**src/design/sdtw_pkg.sv**
```systemverilog
// Shared types and constants for the short-descriptor table walk.
package sdtw_pkg;

    // Defaults and fixed field widths
    localparam int VA_BITS_DEF = 24;
    localparam int DESC_W      = 32;
    localparam int PHYS_W      = 39;
    localparam int L1_SHIFT    = 20;
    localparam int L2_SHIFT    = 12;
    localparam int QUEUE_DEPTH = 2;

    // Request operation codes
    localparam logic [1:0] OP_WR_L1 = 2'd0;
    localparam logic [1:0] OP_WR_L2 = 2'd1;
    localparam logic [1:0] OP_XLATE = 2'd2;

    // Response status codes
    localparam logic [1:0] ST_MAPPED   = 2'd0;
    localparam logic [1:0] ST_UNMAPPED = 2'd1;
    localparam logic [1:0] ST_RESERVED = 2'd2;

    // First-level descriptor types
    localparam logic [1:0] D1_FAULT   = 2'd0;
    localparam logic [1:0] D1_COARSE  = 2'd1;
    localparam logic [1:0] D1_SECTION = 2'd2;
    localparam logic [1:0] D1_RSVD    = 2'd3;

    // Second-level descriptor types (small page covers both upper codes)
    localparam logic [1:0] D2_FAULT   = 2'd0;
    localparam logic [1:0] D2_LARGE   = 2'd1;

    // Supersection flag position in a section descriptor
    localparam int SUPER_BIT = 18;

    // Mapping sizes, log2
    localparam logic [4:0] SZ_SMALL   = 5'd12;
    localparam logic [4:0] SZ_LARGE   = 5'd16;
    localparam logic [4:0] SZ_SECTION = 5'd20;
    localparam logic [4:0] SZ_SUPER   = 5'd24;

    // Command queued between front and back
    typedef enum logic [1:0] {
        CMD_WR_L1,
        CMD_WR_L2,
        CMD_XLATE
    } cmd_t;

    // Back-end sequencer states
    typedef enum logic [1:0] {
        BK_CLEAR,
        BK_IDLE,
        BK_DECODE
    } back_state_t;

    // One translation response
    typedef struct packed {
        logic [1:0]        status;
        logic [4:0]        page_size_log2;
        logic [PHYS_W-1:0] phys_addr;
        logic [2:0]        domain;
        logic              executable;
        logic              global_page;
        logic              shared;
    } rsp_t;

endpackage

```
**src/design/sdtw_queue.sv**
```systemverilog
// Short command queue between the front end and the table back end.
module sdtw_queue #(
    parameter int VA_BITS = sdtw_pkg::VA_BITS_DEF
) (
    input  logic                        clk,
    input  logic                        rst_n,
    input  logic                        push,
    input  sdtw_pkg::cmd_t              push_kind,
    input  logic [VA_BITS-1:0]          push_va,
    input  logic [sdtw_pkg::DESC_W-1:0] push_desc,
    output logic                        space,
    input  logic                        pop,
    output logic                        head_valid,
    output sdtw_pkg::cmd_t              head_kind,
    output logic [VA_BITS-1:0]          head_va,
    output logic [sdtw_pkg::DESC_W-1:0] head_desc
);

    localparam int DEPTH = sdtw_pkg::QUEUE_DEPTH;
    localparam int PTR_W = (DEPTH > 1) ? $clog2(DEPTH) : 1;
    localparam int CNT_W = $clog2(DEPTH + 1);

    sdtw_pkg::cmd_t              kind_q [DEPTH];
    logic [VA_BITS-1:0]          va_q   [DEPTH];
    logic [sdtw_pkg::DESC_W-1:0] desc_q [DEPTH];

    logic [PTR_W-1:0] wr_ptr_reg, wr_ptr_next;
    logic [PTR_W-1:0] rd_ptr_reg, rd_ptr_next;
    logic [CNT_W-1:0] count_reg, count_next;
    logic             do_push, do_pop;

    assign space      = (count_reg != CNT_W'(DEPTH));
    assign head_valid = (count_reg != '0);
    assign do_push    = push && space;
    assign do_pop     = pop && head_valid;

    assign head_kind = kind_q[rd_ptr_reg];
    assign head_va   = va_q[rd_ptr_reg];
    assign head_desc = desc_q[rd_ptr_reg];

    // Pointer and occupancy update
    always_comb
    begin
        wr_ptr_next = wr_ptr_reg;
        rd_ptr_next = rd_ptr_reg;
        count_next  = count_reg;
        if (do_push)
        begin
            wr_ptr_next = (wr_ptr_reg == PTR_W'(DEPTH - 1)) ? '0 : wr_ptr_reg + 1'b1;
        end
        if (do_pop)
        begin
            rd_ptr_next = (rd_ptr_reg == PTR_W'(DEPTH - 1)) ? '0 : rd_ptr_reg + 1'b1;
        end
        if (do_push && !do_pop)
        begin
            count_next = count_reg + 1'b1;
        end
        else if (do_pop && !do_push)
        begin
            count_next = count_reg - 1'b1;
        end
    end

    always_ff @(posedge clk or negedge rst_n)
    begin
        if (!rst_n)
        begin
            wr_ptr_reg <= '0;
            rd_ptr_reg <= '0;
            count_reg  <= '0;
        end
        else
        begin
            wr_ptr_reg <= wr_ptr_next;
            rd_ptr_reg <= rd_ptr_next;
            count_reg  <= count_next;
        end
    end

    // Entry storage, no reset needed
    always_ff @(posedge clk)
    begin
        if (do_push)
        begin
            kind_q[wr_ptr_reg] <= push_kind;
            va_q[wr_ptr_reg]   <= push_va;
            desc_q[wr_ptr_reg] <= push_desc;
        end
    end

endmodule

```
**config.mk**
```make
export PLATFORM = sky130hd
export DESIGN_NAME = sdtw_queue
export DESIGN_NICKNAME = d
export VERILOG_FILES = /design/src/design/sdtw_pkg.sv /design/src/design/sdtw_queue.sv
export SDC_FILE = /design/constraint.sdc
export NUM_CORES = 1
export LEC_CHECK = 0
export BUFFER_PORTS_ARGS = -buffer_cell sky130_fd_sc_hd__buf_2
export CORE_MARGIN = 3
export CORE_UTILIZATION = 45
export CTS_CLUSTER_SIZE = 16
export DETAILED_ROUTE_END_ITERATION = 7
export PLACE_DENSITY = 0.84
export REMOVE_ABC_BUFFERS = 1
export SLEW_MARGIN = 20
export SYNTH_ARGS = -nofsm -noshare
export SYNTH_HDL_FRONTEND = slang
export SYNTH_SLANG_ARGS = --single-unit
```
**constraint.sdc**
```tcl
create_clock -name clk -period 3.7 [get_ports clk]
set_clock_uncertainty 0.05 [all_clocks]
set_input_delay 0.37 -clock clk [delete_from_list [all_inputs] [get_ports clk]]
set_output_delay 0.37 -clock clk [all_outputs]
set_load 0.05 [all_outputs]
```
# [After elaboration in Yosys (flattened, before gate mapping)]
# Memory sizes are Yosys's and may differ from the RTL's.
# Index checks and enable logic that the tools add are counted.
[word_totals] reg_bits=4 output_inout_bits=60 mem_bits_rw=116 mem_count=3
[classes] n_addsub=4 muxes=6 eq_ne=1 reduce_logical=8
[mem_list] memory="desc_q" words=2 width=32 read_ports=1 rd_ports_with_merged_regs=0 wr=1 line="sdtw_queue.sv:25" source="logic [sdtw_pkg::DESC_W-1:0] desc_q [DEPTH];"
[mem_list] memory="va_q" words=2 width=24 read_ports=1 rd_ports_with_merged_regs=0 wr=1 line="sdtw_queue.sv:24" source="logic [VA_BITS-1:0] va_q [DEPTH];"
[mem_list] memory="kind_q" words=2 width=2 read_ports=1 rd_ports_with_merged_regs=0 wr=1 line="sdtw_queue.sv:23" source="sdtw_pkg::cmd_t kind_q [DEPTH];"
[ops] operator="logical AND 1 bit" count=4
[ops] operator="two-way mux 1 bit" count=4
[ops] operator="two-way mux 2 bit" count=2
[ops] operator="nonzero test 2 bit" count=2
[ops] operator="adder 1 bit (second input constant)" count=2
[ops] operator="adder 2 x 1 -> 2 bit (second input constant)" count=1
[ops] operator="logical NOT 1 bit" count=2
[ops] operator="inequality test 2 bit (second input constant)" count=1
[ops] operator="subtractor 2 x 1 -> 2 bit (second input constant)" count=1

# [Depth between registers and ports, before layout]
# Gate-level depths: netlist of run 1.
[logic_depth] depth_word=6 depth_mapped=7 ltp_nobuf=7

# [Worst setup path after synthesis of run 1]
# OpenSTA, ideal clock, no wires.
[synth_path] path_type="reg2reg" start="register count_reg[0]" end="memory desc_q[0][0] in the netlist's numbering, enable pin" path_stages_with_launch=4 path_buffers=0 synth_period_minus_slack_ns=4.023 t_arrival_ns=3.499 path_slack_ns=-0.323 cell_sequence="dfrtp_1 nand2b_1 nand2_1 nor2_1"
[synth_between] elab_chain_cells=4
[synth_rtl] item="from (decl)" line="sdtw_queue.sv:29" source="logic [CNT_W-1:0] count_reg, count_next;"
[synth_rtl] item="from (signal assigned)" line="sdtw_queue.sv:77" source="count_reg <= count_next;"
[synth_rtl] item="inequality test 2 bit" line="sdtw_queue.sv:32" source="assign space = (count_reg != CNT_W'(DEPTH));"
[synth_rtl] item="named net space" line="sdtw_queue.sv:11" source="output logic space,"
[synth_rtl] item="logical AND 1 bit" line="sdtw_queue.sv:34" source="assign do_push = push && space;"
[synth_rtl] item="two-way mux 1 bit" line="sdtw_queue.sv:84" source="if (do_push)"
[synth_rtl] item="two-way mux 1 bit (not written as such)" line="sdtw_queue.sv:88" source="desc_q[wr_ptr_reg] <= push_desc;"
[synth_rtl] item="to (decl)" line="sdtw_queue.sv:25"
# The timed path passes the listed nets, and every way through them passes these cells.

# [Worst setup path in the final report of run 1]
[layout_path] start="register rd_ptr_reg" end="output port head_va[5]"
[layout_between] elab_chain_cells=1
[layout_rtl] item="from (decl)" line="sdtw_queue.sv:28" source="logic [PTR_W-1:0] rd_ptr_reg, rd_ptr_next;"
[layout_rtl] item="from (signal assigned)" line="sdtw_queue.sv:76" source="rd_ptr_reg <= rd_ptr_next;"
[layout_rtl] item="memory (2 x 24 bit)"
[layout_rtl] item="to (decl)" line="sdtw_queue.sv:15" source="output logic [VA_BITS-1:0] head_va,"
# Every way passes these cells.

==> summary.txt, run 1 <==
Run status
  • Outcome: complete, no violations

Global routing
  • Vias in the first global route: 2,569
  • Met1 usage: 0.1627
  • Gr usage total: 0.1468
  • Largest net degree at the start of global routing: 59
  • GR Util met3: 0.05188
  • Grt ovf: 0
  • First-pass GRT wire length: 12,480 microns
  • Layer with the highest usage: met2
  • Initial antenna violation count: 0
  • Met2 Track Usage GR: 0.2631

CTS
  • Clock Tree Buf Depth: 2
  • Postcts setup bufs: 0
  • Clock transition at path regs: 60 ps
  • CTS buffer count: 17
  • Worst skew pair latency: 480 ps
  • Clock root cell: clkbuf_8
  • CTS tree: yes
  • Post-CTS resize count: 0
  • H-tree depth: 4
  • Sink Count: 120

STA
  • Setup Viol. Count Final: 0
  • Slew HR: 0.4672
  • RSZ-0062 raised after global routing: false
  • Worst-Margin Slew: 797.3 ps
  • F_max: 387.6 MHz
  • Period minus WS final: 2580 ps
  • Fin. max-slew vios: 0
  • Final hold viol count: 0
  • Final worst slack: 1120 ps
  • Final period util: 0.6974

Die
  • Die H: 105.2 microns
  • Row count: 35
  • Core area: 9415 sq um
  • Die Span X: 105.2 microns
  • DIE AREA: 11,060 sq um
  • # IOs: 122
  • Initial core utilization: 0.4700

Detailed routing
  • Drt first pass iters: 4
  • DR WL/cell: 15.44 microns
  • DR vias/cell: 4.696
  • Via count: 2,367
  • Detailed Route Iter0 Violations: 116
  • Antenna-violating nets left: 0
  • DRC: 0
  • Routed wire length: 7781 microns

Yosys
  • Avg Inst Size Synth: 22.24 sq um
  • Post-synthesis cell count: 199
  • Yosys reg bits: 120
  • Async S/R FF share, synth: 0.03333
  • Synth Warn #: 0
  • Sequential cell area fraction in the yosys report: 0.8097
  • Synthesized area: 4425 sq um
  • EDFF count, synth: 116
  • Unique masters post-synth: 16
  • Primary FF master, synth: edfxtp_1

Place
  • Placed cell areas: 5192 sq um
  • PortBufs: 121
  • Detailed Place HPWL: 4881 microns
  • Post-Place Worst Slack: 1609 ps
  • Final GP Congestion: 0.6808

Power and ir drop
  • Leakage power: 2.328 nW
  • P per Cell Area: 952.1 nW/um^2
  • Worst vdd ir: 0.5035 mV

Setup path
  • RR Endpoint: kind_q[0][1]$_DFFE_PP_
  • Worst-path maximum fanout: 34
  • Data required, critical path: 3280 ps
  • Reg2reg path depth: 4
  • CP startpoint kind: flop
  • R2r setup slk: 1660 ps
  • Crit Reg-Reg Startpoint: count_reg[0]$_DFFE_PN0P_
  • Crit Path Category: reg2out
  • Critical Path Sink Type: output pin
  • Worst EP arrival: 2160 ps

Finish
  • Max reg flops: 64
  • Core Util, Final: 0.6412
  • Final instance area: 6037 sq um
  • Nets@finish: 425
  • Largest Register: desc_q
  • # diodes: 0
  • Share of cells above drive strength 1: 0.5707
  • Syn-to-layout area delta: 36.42%
  • FILL cells: 674
  • Largest registers: desc_q x64, va_q x48, kind_q x4

Hold path
  • Hold Path End: va_q[0][3]$_DFFE_PP_
  • Min-delay worst type: in2reg
  • Hold Startpoint: push_va[3]
  • Hold Crit Depth: 1

Job
  • Total of max-cap violations: 0
==> cell type report <==
cell class	count	area, sq um	area share
Clock buffer	18	417.9	0.06922
Sequential cell	120	3585	0.5938
Inverter	1	3.754	0.0006218
Timing Repair Buffer	151	923.4	0.1530
Tap cell	129	161.4	0.02674
Clock inverter	14	156.4	0.02591
Multi-Input combinational cell	71	789.5	0.1308
==> through the flow <==
stage | TNS (ps) | hold slack (ps) | std cells | power (W)
after floorplan | -18740 | 24.41 | 192 | 0.003730
after global placement | 0 | 127.7 | 445 | 0.004180
after detailed placement | 0 | 132.4 | 445 | 0.004210
after CTS | 0 | 0.004274 | 503 | 0.005818
after global routing | 0 | 2.802 | 504 | 0.005992
final | 0 | 24.31 | 504 | 0.005748
==> how the worst max path moves through the flow <==
| stage | startpoint | endpoint |
|---|---|---|
| floorplan | count_reg[0]$_DFFE_PN0P_ | desc_q[0][0]$_DFFE_PP_ |
| global placement | rd_ptr_reg$_DFFE_PN0P_ | head_va[22] |
| detailed placement | rd_ptr_reg$_DFFE_PN0P_ | head_va[5] |
| CTS | rd_ptr_reg$_DFFE_PN0P_ | head_va[5] |
| global route | rd_ptr_reg$_DFFE_PN0P_ | head_desc[13] |
| finish | rd_ptr_reg$_DFFE_PN0P_ | head_va[5] |
==> where the power goes <==
part | internal, W | switching [W] | total, W
clock | 0.00102 | 0.000552 | 0.00157
sequential | 0.00186 | 0.000134 | 0.00200
combinational | 0.000646 | 0.00153 | 0.00218
total | 0.00353 | 0.00222 | 0.00575
==> cells by family after synthesis <==
kind of cell / Yosys count / share of synthesized area
buf+inv: 8 / 0.01385
xor+xnor: 5 / 0.009897
fa+ha+maj: 1 / 0.002827
flops: 120 / 0.8097
simple gates: 7 / 0.007638
mux: 58 / 0.1561
==> worst max-delay path, stage by stage, from the launching register on <==
cell and delay (ps):
dfrtp_2 770, buf_12 300, mux2_2 370, buf_2 210
==> timing repair <==
action / CTS / global route
hold buffers: 26 / 1
endpoints found under the hold margin: 51 / 2
endpoints found under the setup margin: 0 / 0
==> cell usage after synthesis, types with 2 or more instances <==
cell type | count | area [sq um]
nand2_1 | 2 | 7.510
mux2_2 | 48 | 540.5
buf_2 | 4 | 20.02
edfxtp_1 | 116 | 3483
xnor2_1 | 3 | 26.28
mux2_4 | 10 | 150.1
nor2_1 | 2 | 7.510
dfrtp_1 | 4 | 100.1
xor2_1 | 2 | 17.52
buf_6 | 2 | 22.52
==> layer usage <==
layer,share of wire,vias to the layer above
li1,-,1110
met1,0.40,1168
met2,0.54,82
met3,0.057,7
met4,0.0082,0
met5,0,-
==> layout by cell type, fill, tap and decap left out, types with 2 or more instances in the layout <==
master / count
buf_2: 121
edfxtp_1: 116
mux2_2: 48
dlygate4sd3_1: 27
clkbuf_16: 16
mux2_4: 10
xnor2_1: 3
clkinv_2: 3
bufinv_16: 3
clkinv_1: 3
clkinvlp_4: 3
dfrtp_1: 3
nand2_1: 2
xor2_1: 2
buf_12: 2
Note: power is estimated with default switching activity, not from simulation.
==> run 2, diff against run 1 <==
==> constraint.sdc (replaced) <==
create_clock -name clk -period 2.15 [get_ports clk]
set_clock_uncertainty 0.05 [all_clocks]
set_input_delay 0.215 -clock clk [delete_from_list [all_inputs] [get_ports clk]]
set_output_delay 0.215 -clock clk [all_outputs]
set_load 0.05 [all_outputs]
==> summary.txt, run 2 (synthesis results as in run 1) <==
Run status
  • Outcome: complete, no violations

Finish
  • Commonest non-fill, non-tap cell in the layout: buf_2
  • Syn-to-layout area delta: 44.76%
  • Nets@finish: 460 (+8.2%)
  • Largest registers: desc_q x64, va_q x48, kind_q x4
  • Commonest non-fill, non-tap cells in the layout: 121 x buf_2, 116 x edfxtp_1, 61 x dlygate4sd3_1
  • Multi-input gate area: 789.5 sq um (unchanged)
  • FILL cells: 631 (-6.4%)
  • Storage element area: 3585 sq um (unchanged)
  • Final instance area: 6406 sq um (+6.1%)
  • Share of cells above drive strength 1: 0.5268 (-0.04384)
  • # diodes: 0 (unchanged)
  • Final std cells w/o fill: 539 (+6.9%)
  • Largest Register: desc_q
  • Max reg flops: 64 (unchanged)

CTS
  • Clock transition at path regs: 50 ps (about the same)
  • H-tree depth: 4 (unchanged)
  • Clock root cell: clkbuf_8
  • Postcts setup bufs: 0 (unchanged)
  • Worst skew pair latency: 500 ps (+20 ps)
  • CTS buffer count: 17 (unchanged)
  • Sink Count: 120 (unchanged)
  • Clock Tree Buf Depth: 2 (unchanged)
  • CTS tree: yes

Power and ir drop
  • Leakage power: 2.476 nW (+6.3%)
  • P per Cell Area: 1570 nW/um^2 (+65%)
  • Worst vdd ir: 0.8872 mV (+76%)

Setup path
  • Critical Path Sink Type: output pin
  • Buf/Inv on CP: 2 (unchanged)
  • Cell family with most CP delay: buffers and inverters
  • CP Capture Point: head_desc[8]
  • CP Launch Point: rd_ptr_reg$_DFFE_PN0P_
  • Critical path cell sequence: buf_16 > mux2_2 > buf_2
  • CP peak stage delay: 400 ps (-370 ps)
  • Crit Path Category: reg2out
  • Worst-path maximum fanout: 59 (+74%)
  • Crit Reg-Reg Startpoint: count_reg[0]$_DFFE_PN0P_
  • R2r setup slk: 520 ps (-1140 ps)
  • Reg2reg path depth: 6 (+2)
  • Worst EP arrival: 1830 ps (-330 ps)
  • CP startpoint kind: flop
  • CP max-delay cell: mux2_2
  • RR Endpoint: count_reg[1]$_DFFE_PN0P_
  • CP Depth: 3 (unchanged)
  • Data required, critical path: 1880 ps (-1400 ps)

Detailed routing
  • Routed wire length: 8322 microns (+7.0%)
  • DR vias/cell: 4.642 (-1.2%)
  • Antenna-violating nets left: 0 (unchanged)
  • Drt first pass iters: 4 (unchanged)
  • Via count: 2,502 (+5.7%)
  • DR WL/cell: 15.44 microns (about the same)
  • DRC: 0 (unchanged)
  • Detailed Route Iter0 Violations: 75 (-35%)

STA
  • RSZ-0062 raised after global routing: false
  • Fin. max-slew vios: 0 (unchanged)
  • Setup Viol. Count Final: 0 (unchanged)
  • Final worst slack: 50.59 ps (-1069 ps)
  • Slew HR: 0.7280 (+0.2608)
  • Worst-Margin Slew: 408.1 ps (-389.3 ps)
  • F_max: 476.3 MHz
  • Final period util: 0.9765
  • Period minus WS final: 2099 ps
  • Final hold viol count: 0 (unchanged)

Die
  • Die H: 105.2 microns (unchanged)
  • Die Span X: 105.2 microns (unchanged)
  • Initial core utilization: 0.4700 (unchanged)
  • DIE AREA: 11,060 sq um (unchanged)
  • Core area: 9415 sq um (unchanged)
  • Row count: 35 (unchanged)
  • # IOs: 122 (unchanged)

Global routing
  • Initial antenna violation count: 0 (unchanged)
  • Largest net degree at the start of global routing: 60 (+1.7%)
  • Grt ovf: 0 (unchanged)
  • First-pass GRT wire length: 13,150 microns (+5.4%)
  • Gr usage total: 0.1551 (+0.008306)
  • Vias in the first global route: 2,695 (+4.9%)

Place
  • Detailed Place HPWL: 4749 microns (-2.7%)
  • Placed Instances: 446 (+0.22%)
  • Placed cell areas: 5200 sq um (+0.14%)
  • Post-Place Worst Slack: 500.9 ps (-1108 ps)
  • PortBufs: 121 (unchanged)
  • Final GP Congestion: 0.6837 (+0.43%)

Job
  • Total of max-cap violations: 0 (unchanged)

Hold path
  • Min-delay worst type: in2reg
==> run 2: changes by cell type in the layout (fill, tap and decap cells not counted), sizes merged <==
| cell | change |
|---|---|
| dlygate4sd3 | +34 |
| clkinv | -4 |
| inv | +3 |
| clkinvlp | +2 |
| buf | +1 |
| clkbuf | -1 |
==> run 2: area by class of cell <==
cell class                 count  share of cell area
tap                          129             0.02520
sequential                   120              0.5596
clock buffer                  17             0.06465
clock inverter                15             0.02715
multi-input combinational     71              0.1232
timing repair buffer         186              0.1996
inverter                       1           0.0005859
==> run 2: layer usage <==
layer | global-route usage | wire length, microns | vias up
li1 | - | - | 1182
met1 | 0.1757 | 3269 | 1210
met3 | 0.05003 | 425 | 16
met5 | 0 | 0 | -
met4 | 0.06560 | 167 | 0
met2 | 0.2690 | 4460 | 94
==> run 2: worst min path at each step <==
stage / from / end / slack (ps) / depth (start not counted)
CTS: push / wr_ptr_reg$_DFFE_PN0P_ / 30 / 3
floorplan: rst_n / count_reg[0]$_DFFE_PN0P_ / -130 / 0
detailed placement: rst_n / count_reg[0]$_DFFE_PN0P_ / -20 / 1
finish: push / wr_ptr_reg$_DFFE_PN0P_ / 40 / 3
global route: push / wr_ptr_reg$_DFFE_PN0P_ / 70 / 3
global placement: rst_n / count_reg[0]$_DFFE_PN0P_ / -20 / 1
==> run 2: report_power, final <==
group          switching [W]  internal, W
clock               0.000998      0.00176
combinational        0.00276      0.00118
sequential          0.000148      0.00320
==> run 2: what timing repair did <==
item	in CTS	in global routing
endpoints found under the setup margin	0	1
hold endpoints to repair	121	0
hold buffers	61	0
gates resized for setup	0	1
==> run 2: worst register-to-register path, stage by stage, from the launching register on <==
cell      delay [ps]
dfrtp_1          420
nand2b_1         180
nand2_1          170
inv_1             70
ha_1             330
nor2_1           170
xor2_1           160
==> run 2: per-stage QoR <==
stage | util | power [W] | hold slack [ps] | setup TNS, ps
floorplan | - | 0.006419 | -130.6 | -164450
global placement | 0.5523 | 0.007195 | -23.81 | 0
detailed placement | 0.5523 | 0.007253 | -20.89 | 0
CTS | 0.6796 | 0.01013 | 27.77 | 0
global route | 0.6804 | 0.01046 | 73.59 | 0
finish | 0.6804 | 0.01006 | 42.12 | 0
==> run 3, diff against run 2 <==
--- a/config.mk
+++ b/config.mk
@@ -5,6 +5,7 @@
 export SDC_FILE = /design/constraint.sdc
 export NUM_CORES = 1
 export LEC_CHECK = 0
+export ABC_AREA = 1
 export BUFFER_PORTS_ARGS = -buffer_cell sky130_fd_sc_hd__buf_2
 export CORE_MARGIN = 3
 export CORE_UTILIZATION = 45
==> summary.txt, run 3 <==
Place
  • Post-Place Worst Slack: 452.4 ps (-48.52 ps)
  • Detailed Place HPWL: 5439 microns (+15%)
  • PortBufs: 121 (unchanged)
  • Final GP Congestion: 0.6465 (-5.4%)

Run status
  • Outcome: complete, no violations

Detailed routing
  • Drt first pass iters: 4 (unchanged)
  • DR WL/cell: 14.21 microns (-8.0%)
  • Via count: 3,117 (+25%)
  • DR vias/cell: 4.659 (+0.37%)
  • Detailed Route Iter0 Violations: 175 (+130%)
  • Antenna-violating nets left: 0 (unchanged)
  • Routed wire length: 9507 microns (+14%)
  • DRC: 0 (unchanged)

Setup path
  • Reg2reg path depth: 5 (-1)
  • Worst EP arrival: 1780 ps (-50 ps)
  • Critical Path Sink Type: output pin
  • Worst-path maximum fanout: 38 (-36%)
  • CP startpoint kind: flop
  • Crit Reg-Reg Startpoint: count_reg[0]$_DFFE_PN0P_
  • RR Endpoint: desc_q[0][4]$_DFFE_PP_
  • Crit Path Category: reg2out
  • CP Launch Point: rd_ptr_reg$_DFFE_PN0P_
  • R2r setup slk: 460 ps (-60 ps)
  • Data required, critical path: 1880 ps (about the same)

Finish
  • Core Util, Final: 0.6736 (-0.006778)
  • Syn-to-layout area delta: 42.75%
  • Share of cells above drive strength 1: 0.2944 (-0.2324)
  • Nets@finish: 591 (+28%)
  • Commonest non-fill, non-tap cell in the layout: nand2_1
  • Max reg flops: 64 (unchanged)
  • Commonest non-fill, non-tap cells in the layout: 184 x nand2_1, 121 x buf_2, 116 x edfxtp_1
  • # diodes: 0 (unchanged)
  • Largest registers: desc_q x64, va_q x48, kind_q x4
  • Largest Register: desc_q
  • FILL cells: 663 (+5.1%)

Die
  • Initial core utilization: 0.4719 (+0.001860)
  • Core area: 9415 sq um (unchanged)
  • # IOs: 122 (unchanged)
  • Row count: 35 (unchanged)
  • Die H: 105.4 microns (+0.19%)
  • DIE AREA: 11,100 sq um (+0.37%)
  • Die Span X: 105.4 microns (+0.19%)

Global routing
  • Grt ovf: 0 (unchanged)
  • Initial antenna violation count: 0 (unchanged)
  • Gr usage total: 0.1755 (+0.02041)
  • Vias in the first global route: 3,152 (+17%)
  • Largest net degree at the start of global routing: 39 (-35%)
  • First-pass GRT wire length: 14,970 microns (+14%)

Power and ir drop
  • Comb pwr share: 0.425 (+0.033)
  • Net Sw Frac: 0.4405 (+0.05165)
  • Total power: 0.01023 W (+1.7%)
  • Clock power share: 0.248 (-0.027)
  • Sequential Power Share: 0.327 (-0.006)
  • P per Cell Area: 1613 nW/um^2 (+2.7%)
  • Leakage power: 2.766 nW (+12%)
  • P_sw: 0.004505 W (+15%)
  • P_int: 0.005723 W (-6.9%)
  • Worst vdd ir: 0.8448 mV (-4.8%)

STA
  • Final hold viol count: 0 (unchanged)
  • Hold WS: 166.6 ps (+124.5 ps)
  • RSZ-0062 raised after global routing: false
  • F_max: 489.9 MHz (+2.8%)
  • Setup Viol. Count Final: 0 (unchanged)
  • Final period util: 0.9495 (-0.02701)
  • Slew HR: 0.6944 (-0.03358)
  • Worst-Margin Slew: 458.4 ps (+50.37 ps)
  • Final worst slack: 108.7 ps (+58.08 ps)
  • Period minus WS final: 2041 ps (-58.08 ps)
  • Fin. max-slew vios: 0 (unchanged)

Yosys
  • Yosys reg bits: 120 (unchanged)
  • Post-synthesis cell count: 332 (+67%)
  • Most numerous cell in the Yosys netlist: nand2_1
  • Area leader, netlist: edfxtp_1
  • Synthesized area: 4443 sq um (+0.40%)
  • Avg Inst Size Synth: 13.38 sq um (-40%)
  • Sequential cell area fraction in the yosys report: 0.8065 (-0.003192)
  • Primary FF master, synth: edfxtp_1
  • Synth Warn #: 0 (unchanged)
  • Area share of the largest cell type after synthesis: 0.7840 (-0.003103)
  • EDFF count, synth: 116 (unchanged)
  • Synth cell count leaders: 184 x nand2_1, 116 x edfxtp_1, 8 x buf_2
  • Ranking of synthesized cells by area: edfxtp_1 78%, nand2_1 16%, dfrtp_1 2.3%, buf_2 0.90%, buf_6 0.76%
  • Unique masters post-synth: 14 (-2)
  • Async S/R FF share, synth: 0.03333 (unchanged)

CTS
  • Clock Tree Buf Depth: 2 (unchanged)
  • Sink Count: 120 (unchanged)
  • H-tree depth: 4 (unchanged)
  • CTS tree: yes
  • CTS buffer count: 17 (unchanged)
  • Worst skew pair latency: 480 ps (-20 ps)
  • Postcts setup bufs: 0 (unchanged)
  • Post-CTS resize count: 0 (unchanged)
  • Clock transition at path regs: 50 ps (about the same)
  • Clock root cell: clkbuf_8

Hold path
  • Min-delay worst type: in2reg
  • Hold Crit Depth: 3 (unchanged)
  • Hold Startpoint: push
  • Hold Path End: wr_ptr_reg$_DFFE_PN0P_

Job
  • Total of max-cap violations: 0 (unchanged)
## run 3: changes by cell type after synthesis, moves of 2 or more
| cell | delta |
|---|---|
| mux2_2 | -48 |
| buf_2 | +4 |
| nand2_1 | +182 |
| inv_1 | +5 |
| mux2_4 | -10 |
| buf_4 | +2 |
| xnor2_1 | -2 |
| nand3_1 | +2 |
## run 3: power by group through the flow
stage / sequential, W / clock [W] / combinational [W]
floorplan: 0.00349 / 0 / 0.00308
global placement: 0.00336 / 0 / 0.00422
detailed placement: 0.00338 / 0 / 0.00429
CTS: 0.00334 / 0.00257 / 0.00438
global route: 0.00338 / 0.00271 / 0.00462
finish: 0.00334 / 0.00254 / 0.00434
## run 3: cell families (layout without fill, tap and decap cells)
| family | after synthesis | in the layout | synth area share |
|---|---|---|---|
| flip-flops | 120 | 120 | 0.8065 |
| AND/OR/NAND/NOR | 189 | 189 | 0.1608 |
| adder cells (fa/ha/maj) | 1 | 1 | 0.002816 |
| buffers and inverters | 20 | 228 | 0.02591 |
| XOR/XNOR | 2 | 2 | 0.003943 |
## run 3: cell type report
type	count	area [sq um]	area share
clock inverter	10	105.1	0.01657
clock buffer	21	429.2	0.06767
inverter	7	26.28	0.004143
tap	129	161.4	0.02545
sequential	120	3585	0.5652
timing repair buffer	190	1276	0.2012
multi-input combinational	192	759.5	0.1197
## run 3: metrics by stage
step | instances | instance area (sq um) | TNS (ps)
floorplan | 319 | 4354 | -230640
global placement | 577 | 5197 | 0
detailed placement | 577 | 5197 | 0
CTS | 669 | 6342 | 0
global route | 669 | 6342 | 0
finish | 669 | 6342 | 0
## run 3: worst max-delay path by stage
stage                             end  slack, ps  cells after the start
2_1_floorplan  desc_q[0][0]$_DFFE_PP_      -1820                      4
3_3_place_gp    va_q[1][10]$_DFFE_PP_        530                      5
3_5_place_dp    va_q[1][10]$_DFFE_PP_        450                      5
4_1_cts                 head_desc[18]        110                      4
5_1_grt                   head_va[12]          9                      5
6_report                  head_va[21]        110                      4
## run 3: layer usage
metal | track usage | vias up | share of wire
li1 | - | 1508 | -
met3 | 0.05266 | 8 | 0.047
met5 | 0 | - | 0
met1 | 0.1830 | 1511 | 0.38
met4 | 0.05904 | 0 | 0.010
met2 | 0.3320 | 90 | 0.56
## run 3: repair_timing
item / in CTS / in global routing
endpoints found under the setup margin: 0 / 0
endpoints found under the hold margin: 121 / 0
hold buffers: 61 / 0
## run 3: worst max-delay path: stages (launching register included)
cell and delay (ps):
dfrtp_2 380, buf_4 370, nand2_1 150, nand2_1 110, buf_2 260
